### config.mk
export PLATFORM = sky130hd
export DESIGN_NAME = dvg_phase
export DESIGN_NICKNAME = d
export VERILOG_FILES = /design/src/rtl/core/dvg_pkg.sv /design/src/rtl/core/dvg_phase.sv
export SDC_FILE = /design/constraint.sdc
export NUM_CORES = 1
export LEC_CHECK = 0
export ABC_AREA = 1
export BUFFER_PORTS_ARGS = -buffer_cell sky130_fd_sc_hd__clkbuf_2
export CAP_MARGIN = 10
export CORE_MARGIN = 2
export CORE_UTILIZATION = 69
export DETAILED_ROUTE_END_ITERATION = 6
export PLACE_DENSITY_LB_ADDON = 0.12
export SLEW_MARGIN = 15
export SYNTH_ARGS = -nofsm -noshare
export SYNTH_HDL_FRONTEND = slang
export SYNTH_SLANG_ARGS = --single-unit
### constraint.sdc
create_clock -name i_clk -period 11.5 [get_ports i_clk]
set_input_delay 2.3 -clock i_clk [delete_from_list [all_inputs] [get_ports i_clk]]
set_output_delay 2.3 -clock i_clk [all_outputs]
set_load 0.1 [all_outputs]
### src/rtl/core/dvg_pkg.sv
// ---------------------------------------------------------------------------
// dvg_pkg: shared types and constants of the disk vertex generator
// widths, register codes, reset values, polynomial coefficients, latencies
// ---------------------------------------------------------------------------
package dvg_pkg;

    // register limits
    localparam int MAX_SLICES = 1024;
    localparam int MAX_RINGS  = 1024;

    // configuration register indexes
    localparam logic [1:0] CFG_INNER  = 2'd0;
    localparam logic [1:0] CFG_OUTER  = 2'd1;
    localparam logic [1:0] CFG_SLICES = 2'd2;
    localparam logic [1:0] CFG_RINGS  = 2'd3;

    // reset values
    localparam logic [30:0] INNER_RST  = 31'd0;
    localparam logic [30:0] OUTER_RST  = 31'd65536;
    localparam logic [10:0] SLICES_RST = 11'd16;
    localparam logic [10:0] RINGS_RST  = 11'd1;
    localparam logic signed [31:0] DR_RST =
        32'((int'(OUTER_RST) - int'(INNER_RST)) / int'(RINGS_RST));

    // odd taylor coefficients of sin(pi/2*x), q1.30
    localparam logic [31:0] KC1 = 32'd1686629713;
    localparam logic [31:0] KC3 = 32'd693598668;
    localparam logic [31:0] KC5 = 32'd85569306;
    localparam logic [31:0] KC7 = 32'd5026995;
    localparam logic [31:0] KC9 = 32'd172270;

    // fixed point constants
    localparam logic [30:0] ONE_Q30  = 31'd1073741824;
    localparam logic [16:0] HALF_Q16 = 17'd32768;
    localparam logic [16:0] ONE_Q16  = 17'd65536;

    // stage counts of the pipeline sections
    localparam int PH_LAT = 16;
    localparam int QS_LAT = 7;
    localparam int TD_LAT = 18;

    // configuration seen by the datapath
    typedef struct packed {
        logic [30:0]        inner;
        logic [30:0]        outer;
        logic [10:0]        slices;
        logic [10:0]        rings;
        logic signed [31:0] dr;
        logic               bad;
    } t_cfg;

endpackage

### src/rtl/core/dvg_phase.sv
// ---------------------------------------------------------------------------
// dvg_phase: angle phase divider
// pipelined long division floor(slice * 2^32 / slices), two bits per stage
// ---------------------------------------------------------------------------
module dvg_phase (
    input  logic        i_clk,
    input  logic [10:0] i_slice,
    input  logic [10:0] i_slices,
    output logic [31:0] o_phase
);

    logic [10:0] r_rem [1:dvg_pkg::PH_LAT];
    logic [31:0] r_q   [1:dvg_pkg::PH_LAT];

    logic [10:0] n_rem [1:dvg_pkg::PH_LAT];
    logic [31:0] n_q   [1:dvg_pkg::PH_LAT];
    logic [10:0] rem0;

    // one bit of long division
    function automatic logic [11:0] div_step(input logic [10:0] rem, input logic [10:0] den);
        logic [11:0] t;
        logic        b;
        t = {rem, 1'b0};
        b = (t >= {1'b0, den});
        if (b) begin
            t = t - {1'b0, den};
        end
        return {b, t[10:0]};
    endfunction

    // last slice wraps to angle zero
    assign rem0 = (i_slice == i_slices) ? 11'd0 : i_slice;

    // two steps per stage
    always_comb begin
        logic [11:0] s1;
        logic [11:0] s2;
        s1       = div_step(rem0, i_slices);
        s2       = div_step(s1[10:0], i_slices);
        n_rem[1] = s2[10:0];
        n_q[1]   = {30'd0, s1[11], s2[11]};
        for (int k = 2; k <= dvg_pkg::PH_LAT; k++) begin
            s1       = div_step(r_rem[k-1], i_slices);
            s2       = div_step(s1[10:0], i_slices);
            n_rem[k] = s2[10:0];
            n_q[k]   = {r_q[k-1][29:0], s1[11], s2[11]};
        end
    end

    // stage registers
    always_ff @(posedge i_clk) begin
        for (int k = 1; k <= dvg_pkg::PH_LAT; k++) begin
            r_rem[k] <= n_rem[k];
            r_q[k]   <= n_q[k];
        end
    end

    assign o_phase = r_q[dvg_pkg::PH_LAT];

endmodule

Yosys cells after proc, flatten, opt, wreduce, memory -nomap -nowiden --
Memories as Yosys holds them, arrays and structs flattened. Index checks and enable logic that the tools add are counted.
Storage, ports and cells: latch bits 0, memories kept 2, register bits 0, bits in read-only memories 0, bits in writable memories 688, input port bits 23, output and inout bits 32, logic and storage cells 100
Memories:
- r_q | depth 16, bits a word 32, rd ports 16, clocked after Yosys merged registers in 0, write ports 16, line dvg_phase.sv:13 | logic [31:0] r_q [1:dvg_pkg::PH_LAT];
- r_rem | depth 16, bits a word 11, rd ports 15, clocked after Yosys merged registers in 0, write ports 16, line dvg_phase.sv:12 | logic [10:0] r_rem [1:dvg_pkg::PH_LAT];
Operators by class: mux-type cells 33, add/sub/neg operators 32, shift operators 0, divide/modulo/power cells 0, eq/ne operators 1, multipliers 0, bitwise gates (word level) 0, reduce and logical (&&, ||, !) cells 0, order comparisons 32
Operator list (count):
- $ge A12 B11 Y1 | 32
- $mux W11 | 33
- $sub A11 B11 Y11 | 32
- $eq A11 B11 Y1 | 1

Depth between registers and ports, before layout --
depth in word-level cells 6, mapped depth 33, gate-level depth less buffers 31

Least setup slack after synthesis --
OpenSTA, ideal clock, no wires.
path type input -> register, from in i_slices[0], to reg r_rem[0][161] (netlist name), cell stages on the path 23, path slack 5206 ps, buffers on the path 6, data required time 11388 ps, data arrival time 6182 ps, path through inv_2 buf_2 buf_2 buf_2 buf_2 fa_1 nand2_1 nand2_1 nand3_1 nand4_2 inv_2 buf_4 nand2_1 o21ai_0 ha_1 a21o_1 a31oi_1 nand2_2 a31oi_4 nand3_2 buf_2 nand2_1 nand2_1
RTL lines:
- from (decl) | line dvg_phase.sv:8 | input logic [10:0] i_slices,

==> flow_metrics.env <==
export IMPL_fp_dieW_um=207.8
export IMPL_viasPerCell=5.599
export IMPL_synth_warnings=0
export IMPL_nets=4315
export IMPL_hold_viol=0
export IMPL_syn_avg_cell_area_um2=7.342
export IMPL_synth_top_area_share_pct=30.54
export IMPL_initial_core_util_pct=70.00
export IMPL_syn2layout_area_growth_pct=7.722
export IMPL_critPathMaxFanout=77
export IMPL_cp_cell_sequence="buf_2, inv_4, buf_12, fa_1, nand2_1, nand2_1, nand3_1, nand4_1, nor2_1, a21oi_1, ha_1, a21oi_1, nand2_1, nand2_1, nand3_2, a31oi_2, nand2_1, nand2_1, nand2_1"
export IMPL_critical_path_max_stage_delay_ps=630
export IMPL_syn_area_um2=28650
export IMPL_maxCapViolCount=0
export IMPL_path_class="in -> reg"
export IMPL_finalCriticalPeriod_ps=6799
export IMPL_grt_use_total_pct=30.66
export IMPL_gp_congestion=0.9397
export IMPL_async_flop_share_pct=0
export IMPL_clockBufferDepth=3
export IMPL_synth_top_flop_cell="dfxtp_1"
export IMPL_netlist_top_cells_count="nand2_1, dfxtp_1, inv_1, ha_1, nand3_1"
export IMPL_ctsHoldBuffers=0
export IMPL_synth_cell_types=49
export IMPL_hp_class="reg -> reg"
export IMPL_cts_tree="built"
export IMPL_crit_required_ps=11970
export IMPL_syn_inst=3902
export IMPL_setup_viol=0
export IMPL_synth_xor_area_share_pct=7.704
export IMPL_timing_final_crit_share_pct=59.12
export IMPL_grt_pass1_wl_um=111900
export IMPL_grt_max_degree=78
export IMPL_synth_seq_area_share_pct=30.54
export IMPL_cp_arrival_ps=7270
export IMPL_cts_root_buf="clkbuf_16"
export IMPL_num_vias=25240
export IMPL_fp_dieH_um=207.8
export IMPL_synthAdderAreaFrac_pct=15.75
export IMPL_drc_errors=0
export IMPL_reg2reg_slack_ps=7220
export IMPL_clk_latency_ps=590
export IMPL_tightest_slew_ps=842.5
export IMPL_dp_hpwl_um=46680
export IMPL_status="finished, final reports clean"
export IMPL_netlist_top_cells_area="dfxtp_1, nand2_1, ha_1"
export IMPL_crit_slowest_cell="nand4_1"
export IMPL_rsz0062_at_grt="no"
export IMPL_ys_ff_latch=437
export IMPL_antenna_left=0
export IMPL_detail_route_wl_per_cell_um=14.75
export IMPL_end_kind="register"
export IMPL_routed_wl_um=66470
export IMPL_clock_skew_ps=13.53
export IMPL_crit_path_start_kind="input pin"
export IMPL_antenna_found_initial=0
export IMPL_synth_mux_area_share_pct=0
export IMPL_synth_compound_area_share_pct=11.12
export IMPL_slew_headroom_pct=43.83
export IMPL_synth_top_family_by_area="simple AND/OR/NAND/NOR gates"
export IMPL_portBuffers=54
export IMPL_yosysMostFrequentCell="nand2_1"
export IMPL_postCtsSetupBuffers=0
export IMPL_drt_first_pass_iters=5
export IMPL_fmax_mhz=147.1
export IMPL_grt_remaining_overflow=0
export IMPL_synth_edff_count=0
export IMPL_fp_row_count=74
export IMPL_dieArea_um2=43160
export IMPL_numCtsBuffers=46
export IMPL_numClockSinks=437
export IMPL_fp_coreArea_um2=40920
export IMPL_ioPinCount=55
export IMPL_drt_iter0_drc=1721
export IMPL_slew_viol_final=0
export IMPL_synth_top_area_cell="dfxtp_1"
export IMPL_clk_pin_slew_ps=60
export IMPL_crit_family="simple AND/OR/NAND/NOR gates"
export IMPL_cts_resized=0
export IMPL_grt_pass1_vias=24080
export IMPL_diodes=0
export IMPL_cpMostUsedCell="nand2_1"
export IMPL_synth_nets=4276
export IMPL_h_tree_depth=2
export IMPL_fin_setup_tns_ps=0
export IMPL_cp_num_buf_inv=3
export IMPL_yosys_area_share_simple_pct=28.47
export IMPL_drive_above_1_share_pct=6.564
[state kept, by name, summed over array words and instances (netlist names)]
name / count
r_rem: 165
r_q: 272
[cell families after synthesis]
| logic type | Yosys count |
|---|---|
| simple gates | 1885 |
| compound gates | 543 |
| flops | 437 |
| buf+inv | 434 |
| fa+ha+maj | 351 |
| xor+xnor | 252 |
[final cells by class]
type / count / area, µm²
Sequential cell: 437 / 8748
Fill cell: 3192 / 10060
Inverter: 357 / 1343
Multi-Input combinational cell: 3031 / 18060
Tap cell: 532 / 665.6
Clock buffer: 57 / 1296
Timing Repair Buffer: 68 / 387.9
Clock inverter: 26 / 356.6
[path summary, 6_finish.rpt]
check | cells past startpoint | end | startpoint
worst max-delay path | 19 | r_rem[0][166] | i_slices[0]
worst min-delay path | 0 | r_q[0][336] | r_q[0][302]
worst max register to register | 18 | r_rem[0][62] | r_rem[0][46]
worst min register to register | 0 | r_q[0][336] | r_q[0][302]
[cell usage in the layout, fill, tap and decap left out, types with 88 or more instances in the layout]
cell     instances
ha_1           335
nand4_1         88
nand3_1        329
inv_1          334
dfxtp_1        437
nand2_1       1150
xor2_1         149
a21oi_1        265
nor2_1         188
xnor2_1        103
o21ai_0         99
[routing by layer]
metal  global-route usage (%)  part of all wire [%]
met5                        0                     0
met4                    12.28                   3.3
met3                    3.964                   6.2
met2                    50.69                    45
met1                    40.63                    46
[metrics by stage]
stage	instances	setup slack [ps]	util (%)	instance area, µm²	hold slack, ps
after floorplan	3902	5206	-	28650	309.6
after global placement	4425	4368	71.37	29210	309.5
after detailed placement	4425	4201	71.37	29210	312.1
after CTS	4508	4770	75.41	30860	319.3
after global routing	4508	4230	75.41	30860	320.1
final	4508	4701	75.41	30860	315.8
Power is not shown: default switching activity piles up to over one toggle a cycle in this logic, so the estimate is an artifact.
