===== config.mk =====
export PLATFORM = sky130hd
export DESIGN_NAME = dvg_tex_div
export DESIGN_NICKNAME = d
export VERILOG_FILES = /design/src/rtl/core/dvg_pkg.sv /design/src/rtl/core/dvg_tex_div.sv
export SDC_FILE = /design/constraint.sdc
export NUM_CORES = 2
export LEC_CHECK = 0
export ABC_AREA = 1
export BUFFER_PORTS_ARGS = -buffer_cell sky130_fd_sc_hd__buf_4
export CORE_ASPECT_RATIO = 1.2
export CORE_UTILIZATION = 35
export DETAILED_ROUTE_END_ITERATION = 8
export GPL_TIMING_DRIVEN = 0
export PLACE_DENSITY_LB_ADDON = 0.15
export SLEW_MARGIN = 40
export SYNTH_ARGS = -nofsm -noshare
export SYNTH_HDL_FRONTEND = slang
export SYNTH_SLANG_ARGS = --single-unit

===== constraint.sdc =====
create_clock -name i_clk -period 2.73 [get_ports i_clk]
set_clock_uncertainty 0.15 [all_clocks]
set_input_delay 0.1365 -clock i_clk [delete_from_list [all_inputs] [get_ports i_clk]]
set_output_delay 0.1365 -clock i_clk [all_outputs]
set_load 0.02 [all_outputs]

===== src/rtl/core/dvg_pkg.sv =====
// ---------------------------------------------------------------------------
// dvg_pkg: shared types and constants of the disk vertex generator
// widths, register codes, reset values, polynomial coefficients, latencies
// ---------------------------------------------------------------------------
package dvg_pkg;

    // register limits
    localparam int MAX_SLICES = 1024;
    localparam int MAX_RINGS  = 1024;

    // configuration register indexes
    localparam logic [1:0] CFG_INNER  = 2'd0;
    localparam logic [1:0] CFG_OUTER  = 2'd1;
    localparam logic [1:0] CFG_SLICES = 2'd2;
    localparam logic [1:0] CFG_RINGS  = 2'd3;

    // reset values
    localparam logic [30:0] INNER_RST  = 31'd0;
    localparam logic [30:0] OUTER_RST  = 31'd65536;
    localparam logic [10:0] SLICES_RST = 11'd16;
    localparam logic [10:0] RINGS_RST  = 11'd1;
    localparam logic signed [31:0] DR_RST =
        32'((int'(OUTER_RST) - int'(INNER_RST)) / int'(RINGS_RST));

    // odd taylor coefficients of sin(pi/2*x), q1.30
    localparam logic [31:0] KC1 = 32'd1686629713;
    localparam logic [31:0] KC3 = 32'd693598668;
    localparam logic [31:0] KC5 = 32'd85569306;
    localparam logic [31:0] KC7 = 32'd5026995;
    localparam logic [31:0] KC9 = 32'd172270;

    // fixed point constants
    localparam logic [30:0] ONE_Q30  = 31'd1073741824;
    localparam logic [16:0] HALF_Q16 = 17'd32768;
    localparam logic [16:0] ONE_Q16  = 17'd65536;

    // stage counts of the pipeline sections
    localparam int PH_LAT = 16;
    localparam int QS_LAT = 7;
    localparam int TD_LAT = 18;

    // configuration seen by the datapath
    typedef struct packed {
        logic [30:0]        inner;
        logic [30:0]        outer;
        logic [10:0]        slices;
        logic [10:0]        rings;
        logic signed [31:0] dr;
        logic               bad;
    } t_cfg;

endpackage


===== src/rtl/core/dvg_tex_div.sv =====
// ---------------------------------------------------------------------------
// dvg_tex_div: texture coordinate divider
// pipelined restoring division by twice the outer radius, then centre and clamp
// ---------------------------------------------------------------------------
module dvg_tex_div (
    input  logic        i_clk,
    input  logic [47:0] i_num,
    input  logic        i_neg,
    input  logic [30:0] i_outer,
    output logic [16:0] o_coord
);

    localparam int NB = 16;

    logic [47:0] r_rem [0:NB];
    logic        r_sat [0:NB];
    logic        r_neg [0:NB];
    logic [15:0] r_q   [1:NB];
    logic [16:0] r_out;

    logic [47:0] den;
    logic [47:0] n_rem [1:NB];
    logic [15:0] n_q   [1:NB];
    logic [16:0] qc;
    logic [16:0] val;

    assign den = {16'd0, i_outer, 1'b0};

    // one quotient bit per stage, most significant first
    always_comb begin
        logic [47:0] dsh;
        logic        b;
        for (int k = 1; k <= NB; k++) begin
            dsh = den << (NB - k);
            b   = (r_rem[k-1] >= dsh);
            n_rem[k] = b ? (r_rem[k-1] - dsh) : r_rem[k-1];
            if (k == 1) begin
                n_q[k] = {15'd0, b};
            end else begin
                n_q[k] = {r_q[k-1][14:0], b};
            end
        end
    end

    // quotient beyond one half saturates either way
    always_comb begin
        if (r_sat[NB] || ({1'b0, r_q[NB]} > dvg_pkg::HALF_Q16)) begin
            qc = dvg_pkg::HALF_Q16;
        end else begin
            qc = {1'b0, r_q[NB]};
        end
        if (i_outer == 31'd0) begin
            val = dvg_pkg::HALF_Q16;
        end else if (r_neg[NB]) begin
            val = dvg_pkg::HALF_Q16 - qc;
        end else begin
            val = dvg_pkg::HALF_Q16 + qc;
        end
    end

    // stage registers
    always_ff @(posedge i_clk) begin
        r_rem[0] <= i_num;
        r_sat[0] <= (i_num >= (den << NB));
        r_neg[0] <= i_neg;
        for (int k = 1; k <= NB; k++) begin
            r_rem[k] <= n_rem[k];
            r_q[k]   <= n_q[k];
            r_sat[k] <= r_sat[k-1];
            r_neg[k] <= r_neg[k-1];
        end
        r_out <= val;
    end

    assign o_coord = r_out;

endmodule


---- Word-level counts from Yosys, hierarchy flattened ----
Memory sizes are Yosys's and may differ from the RTL's.
Index checks and enable logic that the tools add are counted.
Widths: inputs -> output; s select.
storage, ports and cells
  register bits after elaboration ......... 17
  bits in writable memories ............... 1106
  bits of input ports ..................... 81
  output and inout port bits .............. 17
  logic and storage cells ................. 61
  memories kept ........................... 4
operators by class
  $add $sub $neg .......................... 18
  order comparisons ....................... 18
  mux-type cells .......................... 18
  reduce and logical (&&, ||, !) cells .... 2
memory list
  memory  words  width  rd ports  clocked after Yosys merged registers in  wr ports  RTL line           source
  r_rem   17     48     16        0                                        17        dvg_tex_div.sv:15  logic [47:0] r_rem [0:NB];
  r_q     16     16     16        0                                        16        dvg_tex_div.sv:18  logic [15:0] r_q [1:NB];
  r_neg   17     1      17        0                                        17        dvg_tex_div.sv:17  logic r_neg [0:NB];
  r_sat   17     1      17        0                                        17        dvg_tex_div.sv:16  logic r_sat [0:NB];
operators by type and width
  kind              count
  $mux 48           16
  $ge 48x32->1      1
  $ge 48x33->1      1
  $ge 48x34->1      1
  $ge 48x35->1      1
  $ge 48x36->1      1
  $ge 48x37->1      1
  $ge 48x38->1      1
  $ge 48x39->1      1
  $ge 48x40->1      1
  $ge 48x41->1      1
  $ge 48x42->1      1
  $ge 48x43->1      1
  $ge 48x44->1      1
  $ge 48x45->1      1
  $ge 48x46->1      1
  $ge 48x47->1      1
  $ge 48x48->1      1
  $sub 48x32->48    1
  $sub 48x33->48    1
  $sub 48x34->48    1
  $sub 48x35->48    1
  $sub 48x36->48    1
  $sub 48x37->48    1
  17 further kinds  17

---- Logic depth before layout (Yosys ltp) ----
An unclocked memory read counts as a cell.
  depth in word-level cells ............... 6
  gate-level depth with buffers ........... 18
  mapped depth without buffers ............ 18

---- Least setup slack after synthesis ----
Ideal clock, no wire load.
  kind .................................... input port to flip-flop
  start point ............................. in i_outer[1]
  end point ............................... mem r_rem[15][7], in the netlist r_rem[0][727]
  setup time .............................. 112 ps
  arrival time ............................ 2208 ps
  data required time ...................... 2468 ps
  slack ................................... 260 ps
  stages .................................. 15
  path buffers ............................ 1
  path through ............................ inv_1 fa_1 nand3_1 nand3_2 nand2_1 nand2_1 nand2_1 nand3_2 nand2_1 nand3_2 nand2_2 nand2_4 buf_2 nand2_1 nand2_1
RTL lines
  what         RTL line           source
  from (decl)  dvg_tex_div.sv:9   input logic [30:0] i_outer,
  to (decl)    dvg_tex_div.sv:15

==> run_results.csv <==
group,metric,value,unit
status,outcome,"finished with violations",
status,violations,"negative setup slack",
grt,use_met3,3.249,%
routing,wl,301.8,mm
power,ir_worst_vdd,0.5990,mV
floorplanning,dieHeight,474.9,um
routing,drtIter0Drc,5124,
timing,hold_violations,0,
grt,grt_busiest_layer,"met2",
cts,clock_latency,770,ps
yosys,synth_nets,10650,
yosys,syn_avg_cell_area,6.506,um2
floorplanning,die_w,396.1,um
placement,dpl.hpwl,247.7,mm
cts,clkTransAtPathRegs,60,ps
placement,pre_cts_ws,-1233,ps
layout,final_area,0.07735,mm2
layout,fill_cells,19739,
worst_setup_path,critical_path.max_fanout,10,
worst_setup_path,crit_arrival,3240,ps
floorplanning,ios,98,
placement,gp_congestion,0.9915,
cts,htree_num_levels,3,
layout,drive_above_1_share,10.52,%
worst_setup_path,setup.worst_path.start_class,"flip-flop",
timing,fmax,363.6,MHz
grt,antenna_found_initial,18,
layout,layout_common_cells,"nand2_1 (3,092), nor2_1 (1,116), inv_1 (1,013)",
power,finalPower,97.30,mW
grt,gr-usage-all-layers,31.09,%
placement,place_area,0.06970,mm2
timing,rsz0062_at_grt,"true",
routing,routed_via_density,5.263,
timing,worst_pin_slew,866.7,ps
grt,grt_use_met2,54.85,%
layout,multiInputGateArea,0.04330,mm2
yosys,seq_area_frac_synth,29.31,%
grt,gr-total-overflow,0,
cts,cts_max_path_buffers,3,
timing,slew_headroom,42.05,%
yosys,synth_edf_count,0,
layout,area_delta_synth_final,18.58,%
worst_setup_path,critPathCaptureType,"flip-flop",
grt,grt_util_met1,34.76,%
routing,drt_pre_antenna_iters,8,
power,powerDensity,1258,mW/mm2
routing,antenna_left,0,
floorplanning,row_count,173,
timing,drv_slew,0,
timing,fin_ws,-20.22,ps
yosys,ys_warn_count,0,
job,maxCapViolCount,0,
yosys,netlist_area,0.06523,mm2
grt,grt_pass1_wl,429.3,mm
layout,layout_commonest_cell,"nand2_1",
worst_hold_path,worstHoldPathType,"input port to flip-flop",
grt,grt_pass1_vias,66196,
routing,drc_errors,0,
layout,register_area,0.01916,mm2
worst_setup_path,crit_required,3220,ps
cts,cts_tree,"done",
timing,setup_viol,4,
layout,fin_nets,11061,
yosys,synth.distinct_cells,61,
grt,grt_max_degree,19,
floorplanning,start_util,35.24,%
yosys,async_reset_ff_share,0,%
routing,post_drt_wl_per_cell,23.18,um
cts,cts_buffers,104,
cts,cts_root_buf,"clkbuf_16",
yosys,synthCells,10026,
routing,vias,68519,
cts,cts.sinks,955,
floorplanning,core,0.1851,mm2
timing,fin_crit,2750,ps
placement,port_buffers,97,
timing,min_period_over_period,100.7,%
yosys,ys_ff_latch,955,
power,p_leak,35.09,nW
floorplanning,die_area,0.1881,mm2
worst_setup_path,crit_type,"flip-flop to flip-flop",
yosys,synth_ff_type,"dfxtp_1",
==> through the flow <==
| stage | hold WS [ps] | utilization, % | cells | TNS, ps |
|---|---|---|---|---|
| 2_1_floorplan | 14.22 | - | 10026 | 0 |
| 3_3_place_gp | 92.30 | 37.29 | 12573 | -1157470 |
| 3_5_place_dp | 93.55 | 37.66 | 12603 | -393000 |
| 4_1_cts | 6.631 | 41.01 | 12948 | 0 |
| 5_1_grt | 25.01 | 41.79 | 13016 | -159.7 |
| 6_report | 17.88 | 41.79 | 13020 | -43.26 |
==> cell families (layout without fill, tap and decap cells) <==
kind of cell	Yosys count	after routing	share of synthesized area (%)
adder cells (fa/ha/maj)	543	543	10.59
AO/OA/AOI/OAI	1517	1517	12.93
XOR/XNOR	339	339	4.552
AND/OR/NAND/NOR	5491	5491	35.18
flip-flops	955	955	29.31
buffers and inverters	1181	1680	7.446
other	0	45	0
==> report_power, final <==
group	internal, mW	switching [mW]	total [mW]
Sequential	19.4	6.03	25.5
Clock	8.50	6.32	14.8
Combinational	19.2	37.8	57.0
Total	47.1	50.2	97.3
==> sequential cells by signal, summed over array words and instances (netlist names) <==
name     cells
r_rem      768
r_q        136
o_coord     17
r_neg       17
r_sat       17
==> worst max-delay path, stage by stage (launching register included) <==
cell	delay (ps)
dfxtp_1	400
ha_4	340
nand2_1	120
nor2_4	150
nand2_2	110
nor3_4	250
buf_4	150
nand4_1	80
and2_4	200
nand2_8	120
inv_6	90
buf_6	170
o21ai_2	300
==> routing by layer <==
metal | up-vias | routed length, um | part of all wire (%)
met5 | - | 0 | 0
met4 | 0 | 25140 | 8.3
met3 | 728 | 14150 | 4.7
met2 | 2336 | 145100 | 48
met1 | 31782 | 117500 | 39
li1 | 33673 | - | -
==> synthesized netlist by cell type, types with 4 or more instances <==
cell type	count	area (um2)
nand2_1	3167	11890
buf_2	48	240.2
a21o_1	43	322.8
or2_2	16	100.1
a21oi_1	675	3378
nand4_1	188	1176
nor4_1	59	369.1
nand3_2	12	120.1
inv_1	1051	3945
nor2_2	28	175.2
nand2_2	26	162.7
xor2_1	174	1524
xnor2_1	165	1445
a31oi_1	18	112.6
o211ai_1	17	127.6
nor2_1	1167	4380
and2_1	4	25.02
or2_1	4	25.02
nor2_4	4	45.04
and3_1	7	43.79
nor3_2	6	60.06
buf_6	37	416.7
nand3b_1	68	510.5
o21ai_2	28	245.2
o21bai_1	55	412.9
buf_4	13	97.59
o21ai_1	63	315.3
o21ai_0	489	2447
fa_1	15	300.3
ha_1	528	6606
nor3_1	141	705.7
a21oi_2	62	543.0
o21a_1	31	232.7
inv_2	22	82.58
dfxtp_1	955	19120
a21boi_0	22	165.2
nand2_4	16	180.2
nand3_1	565	2828
==> path summary, 6_finish.rpt <==
check / cells past startpoint / slack [ps] / endpoint / from
setup / recovery: 12 / -20 / r_rem[0][397] / r_rem[0][358]
hold / removal: 6 / 20 / r_rem[0][561] / i_outer[27]
setup reg to reg: 12 / -20 / r_rem[0][397] / r_rem[0][358]
hold reg to reg: 0 / 150 / r_q[0][178] / r_q[0][161]
==> timing repair <==
item | 4_1_cts | 5_1_grt
endpoints found under the setup margin | 450 | 494
setup buffers | 36 | 28
cloned | 0 | 0
resized for setup | 275 | 285
hold buffers | 115 | 1
pin swaps | 31 | 35
endpoints found under the hold margin | 59 | 1
==> layout make-up <==
cell class	count	share of cell area (%)
flip-flops and latches	955	24.77
multi-input cells	7890	55.98
clock buffers	123	3.614
diodes	45	0.1456
well taps	2450	3.963
clock inverters	71	1.100
inverters	1077	5.349
plain buffers	102	1.212
repair buffers	307	3.864
Note: power is estimated with default switching activity, not from simulation.
