`src/rtl/core/dvg_pkg.sv`:
```
// ---------------------------------------------------------------------------
// dvg_pkg: shared types and constants of the disk vertex generator
// widths, register codes, reset values, polynomial coefficients, latencies
// ---------------------------------------------------------------------------
package dvg_pkg;

    // register limits
    localparam int MAX_SLICES = 1024;
    localparam int MAX_RINGS  = 1024;

    // configuration register indexes
    localparam logic [1:0] CFG_INNER  = 2'd0;
    localparam logic [1:0] CFG_OUTER  = 2'd1;
    localparam logic [1:0] CFG_SLICES = 2'd2;
    localparam logic [1:0] CFG_RINGS  = 2'd3;

    // reset values
    localparam logic [30:0] INNER_RST  = 31'd0;
    localparam logic [30:0] OUTER_RST  = 31'd65536;
    localparam logic [10:0] SLICES_RST = 11'd16;
    localparam logic [10:0] RINGS_RST  = 11'd1;
    localparam logic signed [31:0] DR_RST =
        32'((int'(OUTER_RST) - int'(INNER_RST)) / int'(RINGS_RST));

    // odd taylor coefficients of sin(pi/2*x), q1.30
    localparam logic [31:0] KC1 = 32'd1686629713;
    localparam logic [31:0] KC3 = 32'd693598668;
    localparam logic [31:0] KC5 = 32'd85569306;
    localparam logic [31:0] KC7 = 32'd5026995;
    localparam logic [31:0] KC9 = 32'd172270;

    // fixed point constants
    localparam logic [30:0] ONE_Q30  = 31'd1073741824;
    localparam logic [16:0] HALF_Q16 = 17'd32768;
    localparam logic [16:0] ONE_Q16  = 17'd65536;

    // stage counts of the pipeline sections
    localparam int PH_LAT = 16;
    localparam int QS_LAT = 7;
    localparam int TD_LAT = 18;

    // configuration seen by the datapath
    typedef struct packed {
        logic [30:0]        inner;
        logic [30:0]        outer;
        logic [10:0]        slices;
        logic [10:0]        rings;
        logic signed [31:0] dr;
        logic               bad;
    } t_cfg;

endpackage

```
`src/rtl/core/dvg_cfg.sv`:
```
// ---------------------------------------------------------------------------
// dvg_cfg: configuration registers and ring step divider
// holds the registers and works out dr = (outer - inner) / rings after a write
// ---------------------------------------------------------------------------
module dvg_cfg (
    input  logic                i_clk,
    input  logic                i_rst_n,
    input  logic                i_we,
    input  logic [1:0]          i_idx,
    input  logic [30:0]         i_data,
    output dvg_pkg::t_cfg       o_cfg,
    output logic                o_busy
);

    typedef enum logic [1:0] {ST_IDLE, ST_LOAD, ST_RUN, ST_SIGN} t_state;

    t_state             r_state;
    logic [30:0]        r_inner;
    logic [30:0]        r_outer;
    logic [10:0]        r_slices;
    logic [10:0]        r_rings;
    logic signed [31:0] r_dr;
    logic [4:0]         r_cnt;
    logic [31:0]        r_num;
    logic [10:0]        r_rem;
    logic               r_neg;

    logic signed [31:0] diff;
    logic [31:0]        mag;
    logic [11:0]        trial;
    logic               ge;
    logic [11:0]        n_rem_w;
    logic [10:0]        n_rem;
    logic [31:0]        n_num;

    // magnitude of the radius span
    assign diff = $signed({1'b0, r_outer}) - $signed({1'b0, r_inner});
    assign mag  = diff[31] ? 32'(-diff) : 32'(diff);

    // one restoring division step
    always_comb begin
        trial   = {r_rem, r_num[31]};
        ge      = (trial >= {1'b0, r_rings});
        n_rem_w = ge ? (trial - {1'b0, r_rings}) : trial;
        n_rem   = n_rem_w[10:0];
        n_num   = {r_num[30:0], ge};
    end

    // register writes and divider sequence
    always_ff @(posedge i_clk) begin
        if (!i_rst_n) begin
            r_state  <= ST_IDLE;
            r_inner  <= dvg_pkg::INNER_RST;
            r_outer  <= dvg_pkg::OUTER_RST;
            r_slices <= dvg_pkg::SLICES_RST;
            r_rings  <= dvg_pkg::RINGS_RST;
            r_dr     <= dvg_pkg::DR_RST;
            r_cnt    <= '0;
            r_num    <= '0;
            r_rem    <= '0;
            r_neg    <= 1'b0;
        end else if (i_we) begin
            case (i_idx)
                dvg_pkg::CFG_INNER:  r_inner  <= i_data;
                dvg_pkg::CFG_OUTER:  r_outer  <= i_data;
                dvg_pkg::CFG_SLICES: r_slices <= i_data[10:0];
                dvg_pkg::CFG_RINGS:  r_rings  <= i_data[10:0];
                default: ;
            endcase
            r_state <= ST_LOAD;
        end else begin
            case (r_state)
                ST_LOAD: begin
                    r_num   <= mag;
                    r_neg   <= diff[31];
                    r_rem   <= '0;
                    r_cnt   <= 5'd31;
                    r_state <= ST_RUN;
                end
                ST_RUN: begin
                    r_num <= n_num;
                    r_rem <= n_rem;
                    if (r_cnt == 5'd0) begin
                        r_state <= ST_SIGN;
                    end else begin
                        r_cnt <= r_cnt - 5'd1;
                    end
                end
                ST_SIGN: begin
                    r_dr    <= r_neg ? -$signed(r_num) : $signed(r_num);
                    r_state <= ST_IDLE;
                end
                default: r_state <= ST_IDLE;
            endcase
        end
    end

    // outputs
    assign o_busy       = (r_state != ST_IDLE);
    assign o_cfg.inner  = r_inner;
    assign o_cfg.outer  = r_outer;
    assign o_cfg.slices = r_slices;
    assign o_cfg.rings  = r_rings;
    assign o_cfg.dr     = r_dr;
    assign o_cfg.bad    = (r_slices == 11'd0) || (r_slices > 11'(dvg_pkg::MAX_SLICES)) ||
                          (r_rings == 11'd0) || (r_rings > 11'(dvg_pkg::MAX_RINGS));

endmodule

```
`config.mk`:
```
export PLATFORM = sky130hd
export DESIGN_NAME = dvg_cfg
export DESIGN_NICKNAME = d
export VERILOG_FILES = /design/src/rtl/core/dvg_pkg.sv /design/src/rtl/core/dvg_cfg.sv
export SDC_FILE = /design/constraint.sdc
export NUM_CORES = 1
export LEC_CHECK = 0
export BUFFER_PORTS_ARGS = -buffer_cell sky130_fd_sc_hd__clkbuf_2
export CAP_MARGIN = 40
export CORE_UTILIZATION = 30
export CTS_CLUSTER_DIAMETER = 200
export DETAILED_ROUTE_END_ITERATION = 6
export GPL_ROUTABILITY_DRIVEN = 0
export PLACE_DENSITY = 0.59
export SYNTH_ARGS = -nofsm -noshare
export SYNTH_HDL_FRONTEND = slang
export SYNTH_SLANG_ARGS = --single-unit
```
`constraint.sdc`:
```
create_clock -name i_clk -period 5.39 [get_ports i_clk]
set_input_delay 0.539 -clock i_clk [delete_from_list [all_inputs] [get_ports i_clk]]
set_output_delay 0.539 -clock i_clk [all_outputs]
set_load 0.03 [all_outputs]
```
# [Word-level counts from Yosys, hierarchy flattened]
# Index checks and enable logic that the tools add are counted.
[op_classes] n_reduce_logical=18 n_eq_ne=9 n_mux=10 order_cmp=3 add_sub_neg=5 bitwise=2
[op_table] cell="2-to-1 mux 32 bit" n=2
[op_table] cell="negation 32 bit" n=2
[op_table] cell="one-hot mux 32 bit (2 select lines)" n=1
[op_table] cell="subtractor 31 x 31 -> 32 bit" n=1
[op_table] cell="greater-than comparator 11 bit (second input constant)" n=2
[op_table] cell="zero test 11 bit" n=2
[op_table] cell="one-hot mux 11 bit (2 select lines)" n=1
[op_table] cell="AND reduction 2 bit" n=7
[op_table] cell=">= comparator 12 x 11 -> 1 bit" n=1
[op_table] cell="2-to-1 mux 11 bit" n=1
[op_table] cell="subtractor 11 bit" n=1
[op_table] cell="one-hot mux 5 bit (2 select lines)" n=1
[op_table] cell="equality test 2 bit (second input constant)" n=4
[op_table] cell="zero test 5 bit" n=1
[op_table] cell="2-to-1 mux 5 bit" n=1
[op_table] cell="subtractor 5 x 1 -> 5 bit (second input constant)" n=1
[op_table] cell="equality test 2 x 1 -> 1 bit (second input constant)" n=2
[op_table] cell="!= test 2 bit (second input constant)" n=2
[op_table] cell="one-hot mux 2 bit (2 select lines)" n=1
[op_table] cell="nonzero test 2 bit" n=2
[op_table] cell="logical OR 1 bit" n=3
[op_table] cell="!= test 3 bit (second input constant)" n=1
[op_table] cell="AND reduction 3 bit" n=1
[op_table] cell="zero test 2 bit" n=1
[op_table] cell="other kinds (4)" n=5
[totals] out_inout_bits=118 word_cells=58 ff_bits=167 input_bits=36

# [Longest topological paths before layout]
# Gate-level depths: netlist of run 1.
[depth] ltp_word=4 mapped_depth=14 ltp_nobuf=14

# [Least setup slack after synthesis of run 1]
# OpenSTA, ideal clock, no wires.
[synth_timing] path_kind="reg2reg" from="register r_inner[0]" to="register r_num[28]" setup_ps=127 path_slack_ps=1956 n_path_buf=0 synth_period_minus_slack_ps=3434 required_time_ps=5263 path_stages_with_launch=14 arrival_time_ps=3307 cell_sequence="dfxtp_1 > ha_1 > inv_1 > fa_1 > a211oi_2 > o211ai_1 > a21o_1 > a21o_1 > o41ai_4 > o22ai_1 > a211o_1 > o41ai_2 > xnor2_1 > o2bb2ai_1"
[synth_between] elab_chain_len=4
[synth_lines] element="from (decl)" line_no="dvg_cfg.sv:18" source="logic [30:0] r_inner;"
[synth_lines] element="from (signal assigned)" line_no="dvg_cfg.sv:53" source="r_inner <= dvg_pkg::INNER_RST;"
[synth_lines] element="from (signal assigned)" line_no="dvg_cfg.sv:64" source="dvg_pkg::CFG_INNER: r_inner <= i_data;"
[synth_lines] element="subtractor 31 x 31 -> 32 bit *" line_no="dvg_cfg.sv:37" source="assign diff = $signed({1'b0, r_outer}) - $signed({1'b0, r_inner});"
[synth_lines] element="negation 32 bit" line_no="dvg_cfg.sv:38" source="assign mag = diff[31] ? 32'(-diff) : 32'(diff);"
[synth_lines] element="2-to-1 mux 32 bit *" line_no="dvg_cfg.sv:38"
[synth_lines] element="one-hot mux 32 bit (2 select lines) *" line_no="dvg_cfg.sv:72" source="case (r_state)"
[synth_lines] element="to (signal assigned)" line_no="dvg_cfg.sv:74" source="r_num <= mag;"
[synth_lines] element="to (signal assigned)" line_no="dvg_cfg.sv:81" source="r_num <= n_num;"
[synth_lines] element="to (decl)" line_no="dvg_cfg.sv:24" source="logic [31:0] r_num;"
# Every way passes the cells marked *; elsewhere a longest branch is shown, timed or not.
# A chain may end at the register's enable or synchronous reset.

# [Worst setup path after layout of run 1]
[layout_timing] from="register r_inner[0]" to="register r_num[27]"
# Same word-level chain as after synthesis.

==> results of run 1 <==
[power by group through the flow]
| stage | logic (uW) | registers [uW] | clock network, uW |
|---|---|---|---|
| final | 1140 | 1360 | 1270 |
| after global routing | 1240 | 1370 | 1360 |
| after CTS | 1120 | 1360 | 1310 |
| after detailed placement | 1120 | 1390 | 0 |
| after global placement | 1100 | 1390 | 0 |
| after floorplan | 788 | 1410 | 0 |
[routing by layer]
layer	up-vias	routed length (microns)	GRT usage [%]
met3	30	1580	4.02
met5	-	0	0
met1	4754	15300	24.2
met4	0	584	5.72
met2	257	13900	27.4
li1	5100	-	-
[cell usage in the layout (no fill, tap or decap), types with 6 or more instances in the layout]
master / Yosys / layout
or3_1: 12 / 12
nor4_1: 13 / 13
nor2_1: 90 / 89
or4_1: 6 / 6
ha_1: 50 / 49
o31ai_1: 11 / 11
o211ai_1: 22 / 22
a211oi_1: 32 / 32
nor3_1: 26 / 25
dfxtp_1: 167 / 167
inv_1: 66 / 66
buf_4: 1 / 7
nand4_1: 14 / 14
nor2b_1: 9 / 8
xnor2_1: 28 / 28
clkbuf_2: 1 / 153
a21o_1: 17 / 17
or2_2: 6 / 6
nand2_1: 268 / 268
o21ai_1: 20 / 20
clkbuf_16: 0 / 17
a31oi_1: 14 / 14
and3_1: 11 / 11
xor2_1: 46 / 46
o21ai_0: 44 / 44
mux2i_1: 19 / 19
o21a_1: 10 / 10
a21oi_1: 168 / 168
nand2b_1: 16 / 16
nand3_1: 25 / 25
[flip-flops by register name, summed over array words and instances (netlist names)]
register	flops
r_cnt	5
r_state	2
r_dr	32
r_neg	1
r_inner	31
r_rings	11
r_rem	11
r_num	32
r_outer	31
r_slices	11
[path summary, 6_finish.rpt]
path,start,end,slack [ns],cells past startpoint
max,r_inner[0]$_SDFFE_PN0P_,r_num[27]$_SDFFE_PN0P_,1.57,13
min,i_data[16],r_inner[16]$_SDFFE_PN0P_,0.33,3
min reg2reg,r_dr[25]$_SDFFE_PN0P_,r_dr[25]$_SDFFE_PN0P_,0.46,2
max reg2reg,r_inner[0]$_SDFFE_PN0P_,r_num[27]$_SDFFE_PN0P_,1.57,13
[worst max-delay path: stages, from the launching register on]
cell and delay, ns:
dfxtp_1 0.36, ha_1 0.18, inv_1 0.05, fa_1 0.44, a211oi_2 0.30, o211ai_1 0.19, a21o_1 0.25, xnor2_1 0.30
o221ai_1 0.30, nor4_1 0.45, nand4_1 0.25, nor2_1 0.28, mux2i_1 0.22, o32ai_1 0.09
[kinds of logic after synthesis]
logic type | Yosys count
adder cells (fa/ha/maj) | 52
buffers and inverters | 151
XOR/XNOR | 74
AND/OR/NAND/NOR | 513
AO/OA/AOI/OAI | 409
flip-flops | 167
multiplexers | 21
[final cells by class]
class	count	area share (%)
Multi-Input combinational cell	1069	53.5
Sequential cell	167	27.6
Timing Repair Buffer	164	7.18
Tap cell	448	4.63
Clock buffer	19	3.74
Inverter	68	2.13
Clock inverter	12	1.16
[stage by stage]
step / cell area, sq um / utilization [%] / worst slack [ns] / cells
final: 12100 / 35.8 / 1.57 / 1947
after global routing: 12100 / 35.8 / 1.25 / 1947
after CTS: 12100 / 35.8 / 1.66 / 1947
after detailed placement: 11500 / 34.1 / 1.69 / 1916
after global placement: 11500 / 33.9 / 1.71 / 1912
after floorplan: 10400 / - / 1.96 / 1387
==> out/qor.yml, run 1 <==
clock_latency_ns: 0.44
dp_hpwl_microns: 24000
syn-num-nets: 1475
gr-total-overflow: 0
cts-resized-gates: 0
p_leak_uw: 0.00479
synth_compound_area_share_pct: 25.3
power.total_uw: 3770
synth-edff-count: 0
yosys_warnings: 0
antenna_found_initial: 0
post-route-period-util_pct: 71.0
avgSynthCellArea_sq_um: 7.49
hp-class: "in2reg"
seqPwrFrac_pct: 36.1
die_h_microns: 188
numClockSinks: 167
wl_per_cell_microns: 16.1
ant_nets: 0
p_int_uw: 2410
ff_latch_area_sq_um: 3340
multi_input_area_sq_um: 6480
cts_inserted_buffers: 17
async_flop_share_pct: 0
start_util_pct: 30.7
rsz0062_at_grt: "false"
area_growth_pct: 16.5
synthXorXnorAreaFrac_pct: 6.24
cp_data_arrival_time_ns: 4.12
cts_setup_buffers: 0
drcViolationCount: 0
io_buffers: 153
drive_above_1_share_pct: 15.3
ctsLongestPathBuffers: 2
cts-hold-fix-buffers: 0
vias: 10100
startpoint_type: "register"
synth-main-ff-cell: "dfxtp_1"
clkPwrFrac_pct: 33.7
ir_drop_v: 0.000237
n_antenna_cell: 0
synth_mux_area_share_pct: 2.05
drtIter0Drc: 628
critical_path_class: "reg2reg"
worst_slew_margin_rel_pct: 38.8
cts_tree: "yes"
detail_route.first_pass.iterations: 5
worst_slew_pin_slew_ns: 0.917
routed_wl_microns: 31400
io_pins: 154
report.final.hold_viol_count: 0
nNetsFinal: 1575
required_ns: 5.69
skew_ns: 0.00959
yosysTopAreaCell: "dfxtp_1"
tns_ns: 0
switching_power_uw: 1360
comb_power_share_pct: 30.2
clk_pin_slew_ns: 0.07
synth_commonest_cells: "nand2_1, a21oi_1, dfxtp_1, nor2_1"
yosysSeqAreaShare_pct: 32.2
grt_max_degree: 75
syn_inst: 1387
cts-root-buf: "clkbuf_16"
synthSimpleGateAreaFrac_pct: 22.1
fmax_mhz: 261
netlist_area_sq_um: 10400
dieArea_sq_um: 35400
synth_top_area_share_pct: 32.2
synth_top_family_by_area: "compound AO/OA/AOI/OAI gates"
end_kind: "register"
power.density_nw_per_um2: 311
grt_first_pass_wirelength_microns: 50400
yosysMostFrequentCell: "nand2_1"
avgViaCountPerCell: 5.21
synth-seq-cells: 167
synthAdderAreaFrac_pct: 6.41
core_area_sq_um: 33800
ys_top_cells_by_area: "dfxtp_1, nand2_1, a21oi_1, ha_1, xor2_1"
crit_path_max_fanout: 4
placementRows: 67
htree_num_levels: 4
status: "completed"
track_usage_pct: 17.7
fill_cells: 3607
drv_slew: 0
die_w_microns: 188
synth_cell_types: 81
final-setup-viol-count: 0
layout_min_cycle_time_ns: 3.82
holdWs_ns: 0.333
grt_pass1_vias: 9401
cap_violations: 0
p_sw_share_pct: 36.1
No activity file was read; power rests on OpenSTA's default activity.
==> run 2: changes to the inputs <==
--- a/config.mk
+++ b/config.mk
@@ -11,7 +11,7 @@
 export CTS_CLUSTER_DIAMETER = 200
 export DETAILED_ROUTE_END_ITERATION = 6
 export GPL_ROUTABILITY_DRIVEN = 0
-export PLACE_DENSITY = 0.59
+export PLACE_DENSITY = 0.61
 export SYNTH_ARGS = -nofsm -noshare
 export SYNTH_HDL_FRONTEND = slang
 export SYNTH_SLANG_ARGS = --single-unit
==> constraint.sdc (replaced) <==
create_clock -name i_clk -period 3.2 [get_ports i_clk]
set_input_delay 0.32 -clock i_clk [delete_from_list [all_inputs] [get_ports i_clk]]
set_output_delay 0.32 -clock i_clk [all_outputs]
set_load 0.03 [all_outputs]
==> out/qor.yml, run 2 (synthesis results as in run 1) <==
fill_cells: 3466  # was 3607
io_pins: 154  # unchanged
startpoint_type: "register"  # unchanged
ant_nets: 0  # unchanged
report.final.hold_viol_count: 0  # unchanged
cts_inserted_buffers: 17  # unchanged
n_antenna_cell: 0  # unchanged
drcViolationCount: 0  # unchanged
ctsLongestPathBuffers: 2  # unchanged
layout_min_cycle_time_ns: 3.37  # was 3.82 ns
min_from: "i_data[17]"  # was i_data[16]
die_h_microns: 188  # unchanged
final_common_cell: "nand2_1"  # unchanged
met2_usage_pct: 30.7  # was 27.4%
final-setup-viol-count: 12  # was 0
rsz0062_at_grt: "true"  # was false
p_leak_uw: 0.00575  # was 0.00479 uW
grt_pass1_vias: 10400  # was 9401
io_buffers: 153  # unchanged
pre_cts_ws_ns: -0.253  # was 1.69 ns
timing.critical_path.from: "r_outer[0]$_SDFFE_PN0P_"  # was r_inner[0]$_SDFFE_PN0P_
post-route-period-util_pct: 105  # was 71.0%
drtIter0Drc: 738  # was 628
ir_drop_v: 0.000438  # was 0.000237 V
clock_latency_ns: 0.44  # about the same
placementRows: 67  # unchanged
cts_tree: "yes"  # unchanged
worst_slew_margin_rel_pct: 39.5  # was 38.8%
gr-total-overflow: 0  # unchanged
top_usage_layer: "met2"  # unchanged
htree_num_levels: 4  # unchanged
clk_pin_slew_ns: 0.07  # about the same
dpl.cell_count: 2070  # was 1916
met3_usage_pct: 3.22  # was 4.02%
post_dp_cell_area_sq_um: 12700  # was 11500 sq um
failed_checks: "negative setup slack"
final_cells: 2116  # was 1947
nNetsFinal: 1743  # was 1575
cts-root-buf: "clkbuf_16"  # unchanged
wl_per_cell_microns: 16.1  # about the same
avgViaCountPerCell: 5.16  # was 5.21
required_ns: 3.53  # was 5.69 ns
fmax_mhz: 297  # was 261 MHz
layout_common_cells: "nand2_1, buf_4, dfxtp_1"  # was nand2_1, a21oi_1, dfxtp_1
cap_violations: 0  # unchanged
detail_route.first_pass.iterations: 5  # unchanged
layout_setup_ws_ns: -0.172  # was 1.57 ns
drv_slew: 0  # unchanged
die_w_microns: 188  # unchanged
r2r-start: "r_outer[0]$_SDFFE_PN0P_"  # was r_inner[0]$_SDFFE_PN0P_
power.density_nw_per_um2: 505  # was 311 nW/um^2
routed_wl_microns: 34100  # was 31400 microns
track_usage_pct: 18.9  # was 17.7%
grt_first_pass_wirelength_microns: 54200  # was 50400 microns
skew_ns: 0.00914  # was 0.00959 ns
drive_above_1_share_pct: 28.7  # was 15.3%
core_area_sq_um: 33800  # unchanged
area_growth_pct: 34.5  # was 16.5%
end_kind: "register"  # unchanged
critical_path_class: "reg2reg"  # unchanged
crit_path_max_fanout: 5  # was 4
numClockSinks: 167  # unchanged
start_util_pct: 30.7  # unchanged
antenna_found_initial: 0  # unchanged
grt_max_degree: 61  # was 75
vias: 10900  # was 10100
met1_usage_pct: 25.6  # was 24.2%
power.total_uw: 7060  # was 3770 uW
worst_slew_pin_slew_ns: 0.904  # was 0.917 ns
dp_hpwl_microns: 25400  # was 24000 microns
dieArea_sq_um: 35400  # unchanged
fin_area_sq_um: 14000  # was 12100 sq um
hp-class: "in2reg"  # unchanged
status: "finished with violations"  # was completed
reg_top3: "r_dr x32, r_num x32"  # unchanged
cp_data_arrival_time_ns: 3.71  # was 4.12 ns
-- run 2: cell types whose count changed in the layout (fill, tap and decap cells not counted), moves of 7 or more --
cell / before / now
a21oi_1: 168 / 156
buf_4: 7 / 167
xor2_1: 46 / 39
xor2_2: 0 / 7
a21oi_2: 4 / 13
xnor2_1: 28 / 19
xnor2_2: 0 / 9
-- run 2: report_power, final --
group | internal (uW) | switching, uW
clock network | 1160 | 923
logic | 1160 | 1540
registers | 2170 | 111
total | 4480 | 2580
-- run 2: final timing paths --
kind	end	slack, ns	cells after the start
min	r_inner[17]$_SDFFE_PN0P_	0.11	3
max	r_num[30]$_SDFFE_PN0P_	-0.17	15
min reg2reg	r_dr[25]$_SDFFE_PN0P_	0.46	2
max reg2reg	r_num[30]$_SDFFE_PN0P_	-0.17	15
-- run 2: worst max-delay path: stages, from the launching register on --
cell and delay (ns):
dfxtp_4 0.34, inv_2 0.06, ha_4 0.13, inv_2 0.03
fa_2 0.37, a211oi_4 0.25, o211ai_1 0.17, a21o_2 0.29
a21o_4 0.26, a21o_1 0.18, a311o_1 0.33, xor2_2 0.17
buf_4 0.16, nor4_4 0.26, a2111o_1 0.18, nand3_1 0.06
-- run 2: stage by stage --
stage	setup TNS, ns	hold WS, ns	util, %
after floorplan	-0.0369	0.444	-
after global placement	-1.30	0.446	37.5
after detailed placement	-2.39	0.453	37.6
after CTS	-0.560	0.0810	40.0
after global routing	-3.83	0.0978	41.4
final	-1.20	0.105	41.4
-- run 2: what timing repair did --
action	4_1_cts	5_1_grt
hold buffers	0	0
cloned	0	1
setup buffers	4	10
gates resized for setup	34	68
endpoints found under the setup margin	19	37
pin swaps	22	43
-- run 2: layout make-up --
class                   instances  area [sq um]  share of cell area, %
repair buffers                332          2180                   15.6
inverters                      68           258                   1.85
clock buffers                  22           484                   3.47
multi-input cells            1069          7030                   50.3
well taps                     448           561                   4.01
clock inverters                10          97.6                  0.699
flip-flops and latches        167          3360                   24.0
-- run 2: per-layer routing --
layer / up-vias / part of all wire [%]
li1: 5427 / -
met1: 5145 / 47
met2: 306 / 46
met3: 47 / 5.3
met4: 0 / 1.8
met5: - / 0
==> run 3: changes to the inputs <==
--- a/config.mk
+++ b/config.mk
@@ -7,6 +7,7 @@
 export LEC_CHECK = 0
 export BUFFER_PORTS_ARGS = -buffer_cell sky130_fd_sc_hd__clkbuf_2
 export CAP_MARGIN = 40
+export CORE_ASPECT_RATIO = 0.8
 export CORE_UTILIZATION = 30
 export CTS_CLUSTER_DIAMETER = 200
 export DETAILED_ROUTE_END_ITERATION = 6
==> out/qor.yml, run 3 (synthesis results as in run 1) <==
htree_num_levels: 4  # unchanged
hp-class: "in2reg"  # unchanged
power.total_uw: 6980  # was 7060 uW
end_kind: "register"  # unchanged
core_area_sq_um: 33900  # was 33800 sq um
grt_max_degree: 57  # was 61
r2r_end: "r_num[27]$_SDFFE_PN0P_"  # was r_num[30]$_SDFFE_PN0P_
grt_pass1_vias: 10200  # was 10400
pre_cts_ws_ns: -0.248  # was -0.253 ns
grt_first_pass_wirelength_microns: 53800  # was 54200 microns
reg2regPathDepth: 13  # was 15
holdPathEnd: "r_outer[23]$_SDFFE_PN0P_"  # was r_inner[17]$_SDFFE_PN0P_
r2r-start: "r_inner[1]$_SDFFE_PN0P_"  # was r_outer[0]$_SDFFE_PN0P_
vias: 10900  # about the same
p_leak_uw: 0.00561  # was 0.00575 uW
antenna_found_initial: 0  # unchanged
post-route-period-util_pct: 107  # was 105%
numClockSinks: 167  # unchanged
die_w_microns: 210  # was 188 microns
io_buffers: 153  # unchanged
routed_wl_microns: 34200  # was 34100 microns
layout_min_cycle_time_ns: 3.41  # was 3.37 ns
cts-root-buf: "clkbuf_16"  # unchanged
io_pins: 154  # unchanged
status: "finished with violations"  # unchanged
start_util_pct: 30.7  # about the same
rrSetupSlack_ns: -0.21  # was -0.17 ns
rsz0062_at_grt: "true"  # unchanged
nNetsFinal: 1729  # was 1743
ant_nets: 0  # unchanged
area_growth_pct: 31.9  # was 34.5%
layout_setup_ws_ns: -0.213  # was -0.172 ns
layout_common_cells: "nand2_1, a21oi_1, dfxtp_1"  # was nand2_1, buf_4, dfxtp_1
final-setup-viol-count: 11  # was 12
skew_ns: 0.0101  # was 0.00914 ns
cts-hold-fix-buffers: 0  # unchanged
cts_tree: "yes"  # unchanged
crit_path_max_fanout: 4  # was 5
clk_pin_slew_ns: 0.08  # was 0.07 ns
report.final.hold_viol_count: 0  # unchanged
critical_path_class: "reg2reg"  # unchanged
final_util_pct: 40.5  # was 41.4%
worst_slew_pin_slew_ns: 0.866  # was 0.904 ns
startpoint_type: "register"  # unchanged
ir_drop_v: 0.000373  # was 0.000438 V
reg_top3: "r_dr x32, r_num x32"  # unchanged
required_ns: 3.53  # about the same
fmax_mhz: 293  # was 297 MHz
clock_latency_ns: 0.46  # was 0.44 ns
ctsLongestPathBuffers: 2  # unchanged
cap_violations: 0  # unchanged
placementRows: 60  # was 67
drv_slew: 0  # unchanged
drcViolationCount: 0  # unchanged
dieArea_sq_um: 35400  # about the same
avgViaCountPerCell: 5.13  # was 5.16
wl_per_cell_microns: 16.1  # about the same
gr-total-overflow: 0  # unchanged
die_h_microns: 168  # was 188 microns
hold-path-cell-count: 3  # unchanged
cts_inserted_buffers: 17  # unchanged
dp_hpwl_microns: 25700  # was 25400 microns
power.density_nw_per_um2: 509  # was 505 nW/um^2
final_common_cell: "nand2_1"  # unchanged
detail_route.first_pass.iterations: 5  # unchanged
min_from: "i_data[23]"  # was i_data[17]
track_usage_pct: 19.1  # was 18.9%
worst_slew_margin_rel_pct: 42.1  # was 39.5%
cp_data_arrival_time_ns: 3.75  # was 3.71 ns
drtIter0Drc: 899  # was 738
n_antenna_cell: 0  # unchanged
drive_above_1_share_pct: 27.0  # was 28.7%
failed_checks: "negative setup slack"  # unchanged
==> run 3: cell types whose count changed in the layout (fill, tap and decap cells not counted), moves of 5 or more <==
cell,previous run,this run
a21oi_1,156,166
buf_4,167,158
a21oi_2,13,6
inv_6,0,7
xnor2_1,19,24
xnor2_2,9,4
==> run 3: power by group <==
| part | internal [uW] | switching [uW] |
|---|---|---|
| Clock | 1050 | 1000 |
| Sequential | 2170 | 111 |
| Combinational | 1140 | 1510 |
| Total | 4350 | 2630 |
==> run 3: cell type report <==
type	instances	area (sq um)
Clock buffer	18	439
Sequential cell	167	3360
Fill cell	3511	20200
Tap cell	465	582
Inverter	68	260
Timing Repair Buffer	318	2040
Clock inverter	14	131
Multi-Input combinational cell	1069	6890
==> run 3: worst max-delay path by stage <==
stage / from / endpoint / slack, ns / depth (start not counted)
after floorplan: r_outer[0]$_SDFFE_PN0P_ / r_num[28]$_SDFFE_PN0P_ / -0.02 / 14
after CTS: r_outer[0]$_SDFFE_PN0P_ / r_num[27]$_SDFFE_PN0P_ / -0.08 / 14
after global placement: r_outer[0]$_SDFFE_PN0P_ / r_num[27]$_SDFFE_PN0P_ / -0.17 / 14
after detailed placement: r_outer[0]$_SDFFE_PN0P_ / r_num[27]$_SDFFE_PN0P_ / -0.25 / 14
final: r_inner[1]$_SDFFE_PN0P_ / r_num[27]$_SDFFE_PN0P_ / -0.21 / 13
after global routing: r_outer[0]$_SDFFE_PN0P_ / r_num[31]$_SDFFE_PN0P_ / -0.31 / 14
==> run 3: per-layer routing <==
layer	wire, microns	vias to the layer above	GRT usage [%]
li1	-	5403	-
met1	16800	5060	27.6
met2	14700	361	28.4
met3	2080	44	3.60
met4	640	0	5.52
met5	0	-	0
==> run 3: what timing repair did <==
action                                  4_1_cts  5_1_grt
buffers inserted                              8        7
pin swaps                                    24       26
endpoints found under the setup margin       23       38
resized for setup                            25       50
==> run 3: critical path, stage by stage (launching register included) <==
cell and delay (ns):
dfxtp_2 0.34, inv_1 0.07, ha_1 0.26, nor2b_1 0.15, o211ai_1 0.40, a21oi_2 0.18
o21a_2 0.27, o21a_1 0.21, or3_1 0.37, a211o_1 0.41, buf_4 0.17, nor2_2 0.17
mux2i_1 0.21, o32ai_1 0.08
==> run 3: per-stage QoR <==
step | hold slack, ns | setup TNS (ns) | area, sq um | instances
6_report | 0.0928 | -1.19 | 13700 | 2119
5_1_grt | 0.0878 | -4.26 | 13700 | 2119
4_1_cts | 0.0750 | -0.370 | 13400 | 2113
3_5_place_dp | 0.447 | -2.24 | 12600 | 2073
3_3_place_gp | 0.445 | -1.21 | 12600 | 2071
2_1_floorplan | 0.444 | -0.0369 | 10400 | 1387
